===== config.mk =====
export PLATFORM = sky130hd
export DESIGN_NAME = fra_ctrl_flat
export DESIGN_NICKNAME = d
export VERILOG_FILES = /design/src/hdl/fra_pkg.sv /design/src/hdl/fra_channels.sv /design/src/hdl/fra_ctrl.sv /design/src/flat_wrapper.sv
export VERILOG_INCLUDE_DIRS = /design/src /design/src/hdl
export SDC_FILE = /design/constraint.sdc
export NUM_CORES = 2
export LEC_CHECK = 0
export BUFFER_PORTS_ARGS = -buffer_cell sky130_fd_sc_hd__buf_2
export CAP_MARGIN = 40
export CORE_MARGIN = 4
export CORE_UTILIZATION = 40
export DETAILED_ROUTE_END_ITERATION = 8
export PLACE_DENSITY = 0.66
export SLEW_MARGIN = 5
export SYNTH_ARGS = -nofsm -noshare
export SYNTH_HDL_FRONTEND = slang
export SYNTH_SLANG_ARGS = --single-unit
export TNS_END_PERCENT = 20

===== constraint.sdc =====
create_clock -name clock -period 11.57 [get_ports clock]
set_input_delay 1.157 -clock clock [delete_from_list [all_inputs] [get_ports clock]]
set_output_delay 1.157 -clock clock [all_outputs]
set_load 0.01 [all_outputs]

===== src/hdl/fragment_reassembly_table_assert.svh =====
// Assertion macros used by the reassembly table controller.
`ifndef FRAGMENT_REASSEMBLY_TABLE_ASSERT_SVH
`define FRAGMENT_REASSEMBLY_TABLE_ASSERT_SVH

// Same-cycle implication, disabled during reset.
`define FRA_ASSERT_IMPL(name, clk, rst, ante, cons) \
   name: assert property (@(posedge clk) disable iff (rst) (ante) |-> (cons)) \
      else $error("fragment_reassembly_table: assertion failed");

// Next-cycle implication, disabled during reset.
`define FRA_ASSERT_NEXT(name, clk, rst, ante, cons) \
   name: assert property (@(posedge clk) disable iff (rst) (ante) |=> (cons)) \
      else $error("fragment_reassembly_table: assertion failed");

`endif


===== src/hdl/fra_pkg.sv =====
`default_nettype none
package fra_pkg;

   typedef enum logic [1:0] {
      OP_PUSH   = 2'd0,
      OP_DELETE = 2'd1,
      OP_FLUSH  = 2'd2,
      OP_CLEAR  = 2'd3
   } opcode_type;

   typedef enum logic [2:0] {
      STS_OK         = 3'd0,
      STS_DUP        = 3'd1,
      STS_FULL       = 3'd2,
      STS_NOTFOUND   = 3'd3,
      STS_INCOMPLETE = 3'd4,
      STS_FLUSHED    = 3'd5
   } status_type;

   typedef enum logic [1:0] {
      MODE_FREE    = 2'd0,
      MODE_COLLECT = 2'd1,
      MODE_DONE    = 2'd2
   } mode_type;

   typedef enum logic {
      CSR_HEADER_LEN    = 1'b0,
      CSR_ITEM_OVERHEAD = 1'b1
   } csr_index_type;

   typedef enum logic [3:0] {
      ST_IDLE,
      ST_SCAN,
      ST_PICK,
      ST_CLAIM,
      ST_SRCH,
      ST_INS_CHK,
      ST_INS_SHIFT,
      ST_INS_WR,
      ST_DEL_SHIFT,
      ST_SEL,
      ST_FL_RD,
      ST_FL_EMIT,
      ST_RESP
   } state_type;

   // One stored fragment
   typedef struct packed {
      logic [31:0] id;
      logic [15:0] len;
   } entry_type;

   // Write side of the fragment store
   typedef struct packed {
      logic      en;
      entry_type data;
   } mem_wr_type;

   localparam logic [15:0] HEADER_LEN_RESET    = 16'd16;
   localparam logic [15:0] ITEM_OVERHEAD_RESET = 16'd8;

endpackage
`default_nettype wire


===== src/hdl/fra_channels.sv =====
`default_nettype none
// Request channel
interface fra_req_if;
   logic        valid;
   logic        ready;
   logic [1:0]  opcode;
   logic [31:0] frag_id;
   logic [15:0] data_len;
   logic [1:0]  slot_sel;
   logic [31:0] time_now;

   modport source (output valid, opcode, frag_id, data_len, slot_sel, time_now,
                   input ready);
   modport sink   (input valid, opcode, frag_id, data_len, slot_sel, time_now,
                   output ready);
endinterface

// Response channel
interface fra_rsp_if;
   logic        valid;
   logic        ready;
   logic [2:0]  status;
   logic [1:0]  slot;
   logic        evicted;
   logic [31:0] entry_id;
   logic [15:0] entry_len;
   logic [5:0]  list_count;
   logic [31:0] msg_total;
   logic [1:0]  slot_mode;
   logic        last;

   modport source (output valid, status, slot, evicted, entry_id, entry_len, list_count,
                   msg_total, slot_mode, last, input ready);
   modport sink   (input valid, status, slot, evicted, entry_id, entry_len, list_count,
                   msg_total, slot_mode, last, output ready);
endinterface
`default_nettype wire


===== src/hdl/fra_ctrl.sv =====
`default_nettype none
`include "fragment_reassembly_table_assert.svh"
module fra_ctrl import fra_pkg::*; #(
   parameter int SLOTS = 4,
   parameter int ENTRIES = 32,
   localparam int AW = $clog2(SLOTS * ENTRIES)
) (
   input  wire logic        clock,
   input  wire logic        reset,
   input  wire logic [15:0] header_len,
   input  wire logic [15:0] item_overhead,
   fra_req_if.sink          req,
   fra_rsp_if.source        rsp,
   output      mem_wr_type  mem_wr,
   output      logic [AW-1:0] mem_waddr,
   output      logic [AW-1:0] mem_raddr,
   input  wire entry_type   mem_rdata
);

   localparam int SW = $clog2(SLOTS);
   localparam int CW = $clog2(ENTRIES + 1);

   state_type state_ff, state_in;

   // Latched transaction
   opcode_type  op_ff, op_in;
   logic [31:0] id_ff, id_in;
   logic [15:0] dlen_ff, dlen_in;
   logic [1:0]  sel_ff, sel_in;
   logic [31:0] now_ff, now_in;

   // Slot scan
   logic [SW-1:0] sidx_ff, sidx_in;
   logic [SW-1:0] coll_ff, coll_in, free_ff, free_in, best_ff, best_in;
   logic          found_coll_ff, found_coll_in, found_free_ff, found_free_in;
   logic [31:0]   besttime_ff, besttime_in;
   logic          evict_ff, evict_in;
   logic          slot_ok_ff, slot_ok_in;
   status_type    status_ff, status_in;

   // Entry walk
   logic [CW-1:0] n_ff, n_in, k_ff, k_in, pos_ff, pos_in, tag_ff, tag_in;
   logic          vld_ff, vld_in;

   // Slot table
   mode_type    mode_ff [SLOTS];
   mode_type    mode_in [SLOTS];
   logic [7:0]  file_ff [SLOTS];
   logic [7:0]  file_in [SLOTS];
   logic [31:0] time_ff [SLOTS];
   logic [31:0] time_in [SLOTS];
   logic [CW-1:0] cnt_ff [SLOTS];
   logic [CW-1:0] cnt_in [SLOTS];
   logic [31:0] len_ff [SLOTS];
   logic [31:0] len_in [SLOTS];

   // Response register
   logic        ovld_ff, ovld_in;
   status_type  o_status_ff, o_status_in;
   logic [1:0]  o_slot_ff, o_slot_in;
   logic        o_evicted_ff, o_evicted_in;
   logic [31:0] o_id_ff, o_id_in;
   logic [15:0] o_len_ff, o_len_in;
   logic [5:0]  o_count_ff, o_count_in;
   logic [31:0] o_total_ff, o_total_in;
   mode_type    o_mode_ff, o_mode_in;
   logic        o_last_ff, o_last_in;

   // Shared helpers
   logic          accept, out_free, sidx_last, sel_valid;
   logic          rd_eq, rd_gt, rd_end;
   logic [AW-1:0] base;
   mode_type      cur_mode;
   logic [CW-1:0] cur_cnt, new_cnt;
   logic          claim_new;

   assign req.ready = (state_ff == ST_IDLE);
   assign accept    = req.valid && req.ready;
   assign out_free  = !ovld_ff || rsp.ready;
   assign sidx_last = (sidx_ff == SW'(SLOTS - 1));
   assign sel_valid = (int'(sel_ff) < SLOTS);
   assign cur_mode  = mode_ff[sidx_ff];
   assign cur_cnt   = cnt_ff[sidx_ff];
   assign base      = AW'(sidx_ff) * AW'(ENTRIES);
   assign new_cnt   = n_ff + CW'(1);
   assign claim_new = evict_ff || (cur_mode == MODE_FREE);
   // Shared compare unit on the entry read back from the store
   assign rd_eq  = vld_ff && (mem_rdata.id == id_ff);
   assign rd_gt  = vld_ff && (mem_rdata.id > id_ff);
   assign rd_end = vld_ff && !rd_eq && !rd_gt && (tag_ff + CW'(1) == n_ff);

   // Next state
   always_comb begin
      state_in = state_ff;
      case (state_ff)
         ST_IDLE: begin
            if (accept) begin
               case (opcode_type'(req.opcode))
                  OP_PUSH, OP_DELETE: state_in = ST_SCAN;
                  default:            state_in = ST_SEL;
               endcase
            end
         end
         ST_SCAN: begin
            if (sidx_last) state_in = ST_PICK;
         end
         ST_PICK: begin
            if (op_ff == OP_PUSH || found_coll_ff) state_in = ST_CLAIM;
            else state_in = ST_RESP;
         end
         ST_CLAIM: begin
            if (claim_new || cur_cnt == '0) begin
               state_in = (op_ff == OP_PUSH) ? ST_INS_CHK : ST_RESP;
            end else begin
               state_in = ST_SRCH;
            end
         end
         ST_SRCH: begin
            if (rd_eq) begin
               state_in = (op_ff == OP_PUSH) ? ST_RESP : ST_DEL_SHIFT;
            end else if (rd_gt || rd_end) begin
               state_in = (op_ff == OP_PUSH) ? ST_INS_CHK : ST_RESP;
            end
         end
         ST_INS_CHK: begin
            if (n_ff >= CW'(ENTRIES)) state_in = ST_RESP;
            else if (pos_ff == n_ff) state_in = ST_INS_WR;
            else state_in = ST_INS_SHIFT;
         end
         ST_INS_SHIFT: begin
            if (k_ff == pos_ff) state_in = ST_INS_WR;
         end
         ST_INS_WR:    state_in = ST_RESP;
         ST_DEL_SHIFT: begin
            if (k_ff == n_ff) state_in = ST_RESP;
         end
         ST_SEL: begin
            if (sel_valid && op_ff == OP_FLUSH && cur_mode == MODE_DONE && cur_cnt != '0) begin
               state_in = ST_FL_RD;
            end else begin
               state_in = ST_RESP;
            end
         end
         ST_FL_RD:   state_in = ST_FL_EMIT;
         ST_FL_EMIT: begin
            if (out_free) state_in = (k_ff + CW'(1) == n_ff) ? ST_IDLE : ST_FL_RD;
         end
         ST_RESP: begin
            if (out_free) state_in = ST_IDLE;
         end
         default: state_in = ST_IDLE;
      endcase
   end

   // Datapath and outputs
   always_comb begin
      op_in = op_ff; id_in = id_ff; dlen_in = dlen_ff; sel_in = sel_ff; now_in = now_ff;
      sidx_in = sidx_ff; coll_in = coll_ff; free_in = free_ff; best_in = best_ff;
      found_coll_in = found_coll_ff; found_free_in = found_free_ff;
      besttime_in = besttime_ff; evict_in = evict_ff; slot_ok_in = slot_ok_ff;
      status_in = status_ff;
      n_in = n_ff; k_in = k_ff; pos_in = pos_ff; tag_in = tag_ff; vld_in = vld_ff;
      mode_in = mode_ff; file_in = file_ff; time_in = time_ff; cnt_in = cnt_ff;
      len_in = len_ff;
      mem_wr.en   = 1'b0;
      mem_wr.data = mem_rdata;
      mem_waddr   = base + AW'(tag_ff);
      mem_raddr   = base + AW'(k_ff);
      ovld_in = ovld_ff && !rsp.ready;
      o_status_in = o_status_ff; o_slot_in = o_slot_ff; o_evicted_in = o_evicted_ff;
      o_id_in = o_id_ff; o_len_in = o_len_ff; o_count_in = o_count_ff;
      o_total_in = o_total_ff; o_mode_in = o_mode_ff; o_last_in = o_last_ff;

      case (state_ff)
         ST_IDLE: begin
            if (accept) begin
               op_in   = opcode_type'(req.opcode);
               id_in   = req.frag_id;
               dlen_in = req.data_len;
               sel_in  = req.slot_sel;
               now_in  = req.time_now;
               sidx_in = (opcode_type'(req.opcode) == OP_PUSH ||
                          opcode_type'(req.opcode) == OP_DELETE) ? '0 : SW'(req.slot_sel);
               found_coll_in = 1'b0;
               found_free_in = 1'b0;
               evict_in   = 1'b0;
               slot_ok_in = 1'b1;
            end
         end
         // Walk the slots: same-file collecting slot, lowest free, oldest
         ST_SCAN: begin
            if (!found_coll_ff && cur_mode == MODE_COLLECT && file_ff[sidx_ff] == id_ff[7:0]) begin
               found_coll_in = 1'b1;
               coll_in = sidx_ff;
            end
            if (!found_free_ff && cur_mode == MODE_FREE) begin
               found_free_in = 1'b1;
               free_in = sidx_ff;
            end
            if (sidx_ff == '0 || time_ff[sidx_ff] < besttime_ff) begin
               best_in = sidx_ff;
               besttime_in = time_ff[sidx_ff];
            end
            if (!sidx_last) sidx_in = sidx_ff + SW'(1);
         end
         ST_PICK: begin
            if (found_coll_ff) begin
               sidx_in = coll_ff;
            end else if (op_ff == OP_PUSH) begin
               sidx_in  = found_free_ff ? free_ff : best_ff;
               evict_in = !found_free_ff;
            end else begin
               slot_ok_in = 1'b0;
               status_in  = STS_NOTFOUND;
            end
         end
         // Evict or open the slot, or load its count, then start the entry walk
         ST_CLAIM: begin
            k_in = '0;
            vld_in = 1'b0;
            if (claim_new) begin
               mode_in[sidx_ff] = MODE_COLLECT;
               file_in[sidx_ff] = id_ff[7:0];
               cnt_in[sidx_ff]  = '0;
               if (evict_ff) begin
                  time_in[sidx_ff] = '0;
                  len_in[sidx_ff]  = 32'(header_len);
               end
               n_in = '0;
            end else begin
               n_in = cur_cnt;
            end
            pos_in = '0;
            if ((claim_new || cur_cnt == '0) && op_ff == OP_DELETE) status_in = STS_NOTFOUND;
         end
         // Ascending search, one read issued per cycle
         ST_SRCH: begin
            if (k_ff < n_ff) begin
               tag_in = k_ff;
               k_in   = k_ff + CW'(1);
               vld_in = 1'b1;
            end else begin
               vld_in = 1'b0;
            end
            if (rd_eq) begin
               vld_in = 1'b0;
               if (op_ff == OP_PUSH) begin
                  status_in = STS_DUP;
               end else begin
                  pos_in = tag_ff;
                  k_in   = tag_ff + CW'(1);
                  len_in[sidx_ff] = len_ff[sidx_ff] - (32'(item_overhead) + 32'(mem_rdata.len));
               end
            end else if (rd_gt || rd_end) begin
               vld_in = 1'b0;
               pos_in = rd_gt ? tag_ff : n_ff;
               if (op_ff == OP_DELETE) status_in = STS_NOTFOUND;
            end
         end
         ST_INS_CHK: begin
            k_in = n_ff;
            vld_in = 1'b0;
            if (n_ff >= CW'(ENTRIES)) status_in = STS_FULL;
         end
         // Move entries up by one, top first
         ST_INS_SHIFT: begin
            mem_wr.en = vld_ff;
            mem_raddr = base + AW'(k_ff - CW'(1));
            if (k_ff > pos_ff) begin
               tag_in = k_ff;
               k_in   = k_ff - CW'(1);
               vld_in = 1'b1;
            end else begin
               vld_in = 1'b0;
            end
         end
         ST_INS_WR: begin
            mem_wr.en      = 1'b1;
            mem_wr.data.id = id_ff;
            mem_wr.data.len = dlen_ff;
            mem_waddr      = base + AW'(pos_ff);
            cnt_in[sidx_ff]  = new_cnt;
            len_in[sidx_ff]  = len_ff[sidx_ff] + 32'(item_overhead) + 32'(dlen_ff);
            time_in[sidx_ff] = now_ff;
            if (id_ff[23:16] == 8'd1 && (9'(id_ff[15:8]) + 9'd1) == 9'(new_cnt)) begin
               mode_in[sidx_ff] = MODE_DONE;
            end
            status_in = STS_OK;
         end
         // Move entries down by one over the deleted place
         ST_DEL_SHIFT: begin
            mem_wr.en = vld_ff;
            if (k_ff < n_ff) begin
               tag_in = k_ff - CW'(1);
               k_in   = k_ff + CW'(1);
               vld_in = 1'b1;
            end else begin
               vld_in = 1'b0;
               cnt_in[sidx_ff] = n_ff - CW'(1);
               status_in = STS_OK;
            end
         end
         ST_SEL: begin
            slot_ok_in = sel_valid;
            k_in = '0;
            n_in = cur_cnt;
            if (!sel_valid) begin
               status_in = STS_NOTFOUND;
            end else if (op_ff == OP_FLUSH && cur_mode != MODE_DONE) begin
               status_in = STS_INCOMPLETE;
            end else begin
               status_in = STS_OK;
               mode_in[sidx_ff] = MODE_FREE;
               file_in[sidx_ff] = '0;
               time_in[sidx_ff] = '0;
               cnt_in[sidx_ff]  = '0;
               len_in[sidx_ff]  = 32'(header_len);
            end
         end
         ST_FL_EMIT: begin
            if (out_free) begin
               ovld_in      = 1'b1;
               o_status_in  = STS_FLUSHED;
               o_slot_in    = 2'(sidx_ff);
               o_evicted_in = 1'b0;
               o_id_in      = mem_rdata.id;
               o_len_in     = mem_rdata.len;
               o_count_in   = 6'(cur_cnt);
               o_total_in   = len_ff[sidx_ff];
               o_mode_in    = cur_mode;
               o_last_in    = (k_ff + CW'(1) == n_ff);
               k_in         = k_ff + CW'(1);
            end
         end
         ST_RESP: begin
            if (out_free) begin
               ovld_in      = 1'b1;
               o_status_in  = status_ff;
               o_slot_in    = slot_ok_ff ? 2'(sidx_ff) : 2'd0;
               o_evicted_in = evict_ff;
               o_id_in      = '0;
               o_len_in     = '0;
               o_count_in   = slot_ok_ff ? 6'(cur_cnt) : 6'd0;
               o_total_in   = slot_ok_ff ? len_ff[sidx_ff] : 32'd0;
               o_mode_in    = slot_ok_ff ? cur_mode : MODE_FREE;
               o_last_in    = 1'b1;
            end
         end
         default: begin
         end
      endcase
   end

   // Control registers
   always_ff @(posedge clock) begin
      if (reset) begin
         state_ff <= ST_IDLE;
         ovld_ff  <= 1'b0;
         vld_ff   <= 1'b0;
         for (int i = 0; i < SLOTS; i++) begin
            mode_ff[i] <= MODE_FREE;
            file_ff[i] <= '0;
            time_ff[i] <= '0;
            cnt_ff[i]  <= '0;
            len_ff[i]  <= 32'(HEADER_LEN_RESET);
         end
      end else begin
         state_ff <= state_in;
         ovld_ff  <= ovld_in;
         vld_ff   <= vld_in;
         mode_ff  <= mode_in;
         file_ff  <= file_in;
         time_ff  <= time_in;
         cnt_ff   <= cnt_in;
         len_ff   <= len_in;
      end
   end

   // Payload registers
   always_ff @(posedge clock) begin
      op_ff <= op_in; id_ff <= id_in; dlen_ff <= dlen_in; sel_ff <= sel_in; now_ff <= now_in;
      sidx_ff <= sidx_in; coll_ff <= coll_in; free_ff <= free_in; best_ff <= best_in;
      found_coll_ff <= found_coll_in; found_free_ff <= found_free_in;
      besttime_ff <= besttime_in; evict_ff <= evict_in; slot_ok_ff <= slot_ok_in;
      status_ff <= status_in;
      n_ff <= n_in; k_ff <= k_in; pos_ff <= pos_in; tag_ff <= tag_in;
      o_status_ff <= o_status_in; o_slot_ff <= o_slot_in; o_evicted_ff <= o_evicted_in;
      o_id_ff <= o_id_in; o_len_ff <= o_len_in; o_count_ff <= o_count_in;
      o_total_ff <= o_total_in; o_mode_ff <= o_mode_in; o_last_ff <= o_last_in;
   end

   assign rsp.valid      = ovld_ff;
   assign rsp.status     = o_status_ff;
   assign rsp.slot       = o_slot_ff;
   assign rsp.evicted    = o_evicted_ff;
   assign rsp.entry_id   = o_id_ff;
   assign rsp.entry_len  = o_len_ff;
   assign rsp.list_count = o_count_ff;
   assign rsp.msg_total  = o_total_ff;
   assign rsp.slot_mode  = o_mode_ff;
   assign rsp.last       = o_last_ff;

   `FRA_ASSERT_NEXT(a_busy_after_accept, clock, reset, accept, !req.ready)
   `FRA_ASSERT_IMPL(a_count_bound, clock, reset, state_ff == ST_INS_WR, n_ff < CW'(ENTRIES))
   `FRA_ASSERT_IMPL(a_flush_frees, clock, reset, ovld_ff && o_status_ff == STS_FLUSHED, o_mode_ff == MODE_FREE)
   `FRA_ASSERT_IMPL(a_write_phase, clock, reset, mem_wr.en, state_ff == ST_INS_SHIFT || state_ff == ST_INS_WR || state_ff == ST_DEL_SHIFT)

endmodule
`default_nettype wire


===== src/flat_wrapper.sv =====
// flat-port wrapper written by rule: the top's interface ports become plain ports
module fra_ctrl_flat import fra_pkg::*;
#(
   parameter int SLOTS = 4,
   parameter int ENTRIES = 32,
   localparam int AW = $clog2(SLOTS * ENTRIES)
)
  (clock, reset, header_len, item_overhead, mem_wr, mem_waddr, mem_raddr, mem_rdata, req_valid, req_opcode, req_frag_id, req_data_len, req_slot_sel, req_time_now, req_ready, rsp_valid, rsp_status, rsp_slot, rsp_evicted, rsp_entry_id, rsp_entry_len, rsp_list_count, rsp_msg_total, rsp_slot_mode, rsp_last, rsp_ready);
  fra_req_if req_i ();
  fra_rsp_if rsp_i ();
  input  wire logic clock;
  input  wire logic reset;
  input  wire logic [15:0] header_len;
  input  wire logic [15:0] item_overhead;
  output      mem_wr_type mem_wr;
  output      logic [AW-1:0] mem_waddr;
  output      logic [AW-1:0] mem_raddr;
  input  wire entry_type mem_rdata;
  input wire logic [$bits(req_i.valid)-1:0] req_valid;
  input wire logic [$bits(req_i.opcode)-1:0] req_opcode;
  input wire logic [$bits(req_i.frag_id)-1:0] req_frag_id;
  input wire logic [$bits(req_i.data_len)-1:0] req_data_len;
  input wire logic [$bits(req_i.slot_sel)-1:0] req_slot_sel;
  input wire logic [$bits(req_i.time_now)-1:0] req_time_now;
  output wire logic [$bits(req_i.ready)-1:0] req_ready;
  output wire logic [$bits(rsp_i.valid)-1:0] rsp_valid;
  output wire logic [$bits(rsp_i.status)-1:0] rsp_status;
  output wire logic [$bits(rsp_i.slot)-1:0] rsp_slot;
  output wire logic [$bits(rsp_i.evicted)-1:0] rsp_evicted;
  output wire logic [$bits(rsp_i.entry_id)-1:0] rsp_entry_id;
  output wire logic [$bits(rsp_i.entry_len)-1:0] rsp_entry_len;
  output wire logic [$bits(rsp_i.list_count)-1:0] rsp_list_count;
  output wire logic [$bits(rsp_i.msg_total)-1:0] rsp_msg_total;
  output wire logic [$bits(rsp_i.slot_mode)-1:0] rsp_slot_mode;
  output wire logic [$bits(rsp_i.last)-1:0] rsp_last;
  input wire logic [$bits(rsp_i.ready)-1:0] rsp_ready;
  assign req_i.valid = req_valid;
  assign req_i.opcode = req_opcode;
  assign req_i.frag_id = req_frag_id;
  assign req_i.data_len = req_data_len;
  assign req_i.slot_sel = req_slot_sel;
  assign req_i.time_now = req_time_now;
  assign req_ready = req_i.ready;
  assign rsp_valid = rsp_i.valid;
  assign rsp_status = rsp_i.status;
  assign rsp_slot = rsp_i.slot;
  assign rsp_evicted = rsp_i.evicted;
  assign rsp_entry_id = rsp_i.entry_id;
  assign rsp_entry_len = rsp_i.entry_len;
  assign rsp_list_count = rsp_i.list_count;
  assign rsp_msg_total = rsp_i.msg_total;
  assign rsp_slot_mode = rsp_i.slot_mode;
  assign rsp_last = rsp_i.last;
  assign rsp_i.ready = rsp_ready;
  fra_ctrl #(.SLOTS(SLOTS), .ENTRIES(ENTRIES)) u_core (.clock(clock), .reset(reset), .header_len(header_len), .item_overhead(item_overhead), .req(req_i), .rsp(rsp_i), .mem_wr(mem_wr), .mem_waddr(mem_waddr), .mem_raddr(mem_raddr), .mem_rdata(mem_rdata));
endmodule

==> results.md <==
* Post-CTS Setup Inserts at 0
* EDFF count, synth at 248
* Final period util at between 40% and 50%
* Top Ports at 328
* Slew margin rel. at roughly two fifths
* WL/cell at slightly above 20 um
* Site Rows at 100
* Die area at 80600 um2
* Met1 Resource Use GR at 29.7%
* Sequential cell area at roughly 14000 um2
* Die width at 284 um
* Final net count at 3761
* Fin crit period at 5.60 ns
* Clk buf depth at 3
* Int Pwr at 4.54 mW
* Largest area contributor in the synthesized netlist: edfxtp_1
* Status: complete, no violations
* Clock power share at between 20% and 30%
* Worst Reg2Reg Path Length in Cells at 13
* Slew Viols, Final at 0
* Post-route ant nets at 0
* PortBufs at 327
* Final HPWL DP at around 62000 um
* Worst Hold Class: register to register
* Area Overhead vs Synth at 16.0%
* Setup CP Type: register to register
* Largest net degree at the start of global routing at 113
* P_leak at 13.9 nW
* CTS Hold Bufs at 0
* Gr usage total at between 20 and 25%
* CTS tree: built
* Core Util, Final at 47.1%
* Gp weighted congestion at ~0.93
* Grt total ovfl at 0
* Initial core utilization at 40.6%
* Fmax at 0.179 GHz
* Clock Pin Slew Worst Setup and Hold Paths at 0.06 ns
* Combinational share of power at roughly 34%
* Maximum VDD drop at 0.114 mV
* Drt drc at 0
* Cell variety after synth at 76
* Cells after Synth at 3171
* Via count of the routed design at 25000
* Worst Hold Depth at 2
* M2 GR Usage at 35.0%
* Crit path arrival time at 6.09 ns
* Clk root buf: clkbuf_16
* Crit path max fanout at 39
* First-pass GRT wire length at 139000 um
* Top cells by area, synth: edfxtp_1 24%, dfxtp_1 21%, ha_1 6.3%
* Area of the multi-input gates at 15300 um2
* Skew final at roughly 0.028 ns
* Core area at 74900 um2
* Fillers at 7030
* CTS-repair resized insts at 0
* Post-synthesis async set-or-reset flop share at 0%
* Final hold vios at 0
* Worst slew pin tran at 0.913 ns
* DR iter-0 viols at 2265
* Yosys top cell area share at 24.5%
* Syn nets at 3513
* Psw at 2.65 mW
* Clock sink count at 574
* RSZ-0062 raised after global routing: no
* Max Cap Viol at 0
* Seq/Total Area, Yosys at 45.9%
* Global route hottest layer: met2
* Initial antenna violation count at 5
* 1st-pass router iterations at 6
* Worst-skew pair later-pin latency at 0.62 ns
* Setup total negative slack at 0 ns
* Flops & latches, synth at 574
* Via density at 5.62
* Sw Share at between 30 and 40%
* Register-to-register setup slack at 5.97 ns
* Max H-tree Level at 3
* Worst hold slack at around 0.45 ns
* Die Ht at 284 um
* Setup violations, final at 0
* Layout cells sized above 1 at around 17%
* CTS Buf Count at 68
* Vias in the first global route at between 20000 and 25000
* Design Power at slightly above 7 mW
* Area of the mapped netlist at 30400 um2
* Setup crit end kind: register
* Seq pwr share at 36.6%
* Critical path required time at around 12 ns
* Synth warn at 0
* Met3 global-route usage at ~3.5%
* Cell Pwr Density at 204 nW/um2
* CP Launch Type: register
* Drt total wl at 89600 um
* Ys flop type: dfxtp_1
* Syn avg cell area at 9.60 um2
## synthesized netlist by cell type (20+ instances only)
cell	number
a211oi_1	89
a21o_1	40
a21oi_1	286
and2_1	63
buf_1	35
clkbuf_1	139
dfxtp_1	326
edfxtp_1	248
fa_1	20
ha_1	154
inv_1	124
mux2i_1	20
mux4_2	78
nand2_1	335
nand2b_1	22
nand3_1	180
nand3b_1	21
nand4_1	25
nor2_1	340
nor2b_1	51
nor3_1	64
o211ai_1	23
o21ai_0	135
xnor2_1	86
xor2_1	33
## cells in the final DEF (no fill, tap or decap), drive strengths merged, types with 18 or more instances in the layout
cell type,count
nor2b,51
nor3,65
nor2,341
clkbuf,97
buf,373
nand4,25
xnor2,86
and2,66
a21oi,288
inv,130
ha,154
clkinv,20
mux2i,20
dfxtp,326
mux4,80
nand3,181
fa,20
nand2,335
edfxtp,248
o211ai,23
o21a,18
xor2,34
a211oi,89
nand2b,22
a21o,40
nand3b,21
o21ai,135
## layout make-up
type | instances | area share [%]
multi-input combinational | 2275 | 43.3
sequential | 574 | 39.6
timing repair buffer | 373 | 5.98
clock buffer | 97 | 5.44
tap | 969 | 3.43
inverter | 127 | 1.35
clock inverter | 27 | 0.928
antenna | 1 | 0.00708
## sequential cells by signal, summed over array words and instances (netlist names), 7 cells and up, named ones only
signal                count
u_core.cnt_ff            24
u_core.file_ff           32
u_core.dlen_ff           16
u_core.id_ff             32
u_core.now_ff            32
u_core.len_ff           128
u_core.time_ff          128
u_core.rsp.entry_len     16
u_core.rsp.entry_id      32
u_core.rsp.msg_total     32
u_core.mode_ff            7
u_core.besttime_ff       32
## power by group through the flow
stage | combinational, mW | sequential [mW] | clock [mW]
6_report | 2.42 | 2.63 | 2.14
5_1_grt | 2.65 | 2.65 | 2.27
4_1_cts | 2.41 | 2.63 | 2.18
3_5_place_dp | 2.39 | 2.67 | 0
3_3_place_gp | 2.36 | 2.67 | 0
2_1_floorplan | 1.73 | 2.59 | 0
## final timing paths
kind / endpoint / start
min: u_core.time_ff[123] / u_core.time_ff[123]
max reg2reg: u_core.len_ff[55] / u_core.sidx_ff[1]
max: u_core.len_ff[55] / u_core.sidx_ff[1]
min reg2reg: u_core.time_ff[123] / u_core.time_ff[123]
## routing by layer
metal	vias to the layer above	routed length (um)
met1	11900	38900
met3	147	6790
met5	-	39
li1	11900	-
met2	985	41700
met4	6	2230
## through the flow
step | worst slack (ns) | std cells | area [um2]
6_report | 5.97 | 4443 | 35300
5_1_grt | 5.64 | 4443 | 35300
4_1_cts | 6.02 | 4442 | 35300
3_5_place_dp | 5.54 | 4318 | 33100
3_3_place_gp | 5.29 | 4306 | 32900
2_1_floorplan | 2.68 | 3171 | 30400
## kinds of logic (layout without fill, tap and decap cells)
group                      count (synthesis)  count (layout)  share of synthesized area [%]
buffers and inverters                    322             624                           4.14
muxes                                    104             104                           6.75
xor gates and xnor gates                 120             120                           3.48
and+or+nand+nor                         1160            1160                           17.5
AOI/OAI and AO/OA                        717             717                           14.5
DFF                                      574             574                           45.9
adders and majority gates                174             174                           7.65
other                                      0               1                              0
## critical path: stages (launching register included)
cell,delay (ns)
edfxtp_1,0.76
buf_4,0.75
mux4_2,0.70
fa_1,0.47
ha_1,0.38
nand2_1,0.07
o21ai_0,0.27
a31oi_1,0.25
o211ai_1,0.65
nand2_1,0.23
nor3_1,0.32
xnor2_1,0.28
a21oi_1,0.14
o22a_1,0.19
Note: power is estimated with default switching activity, not from simulation.
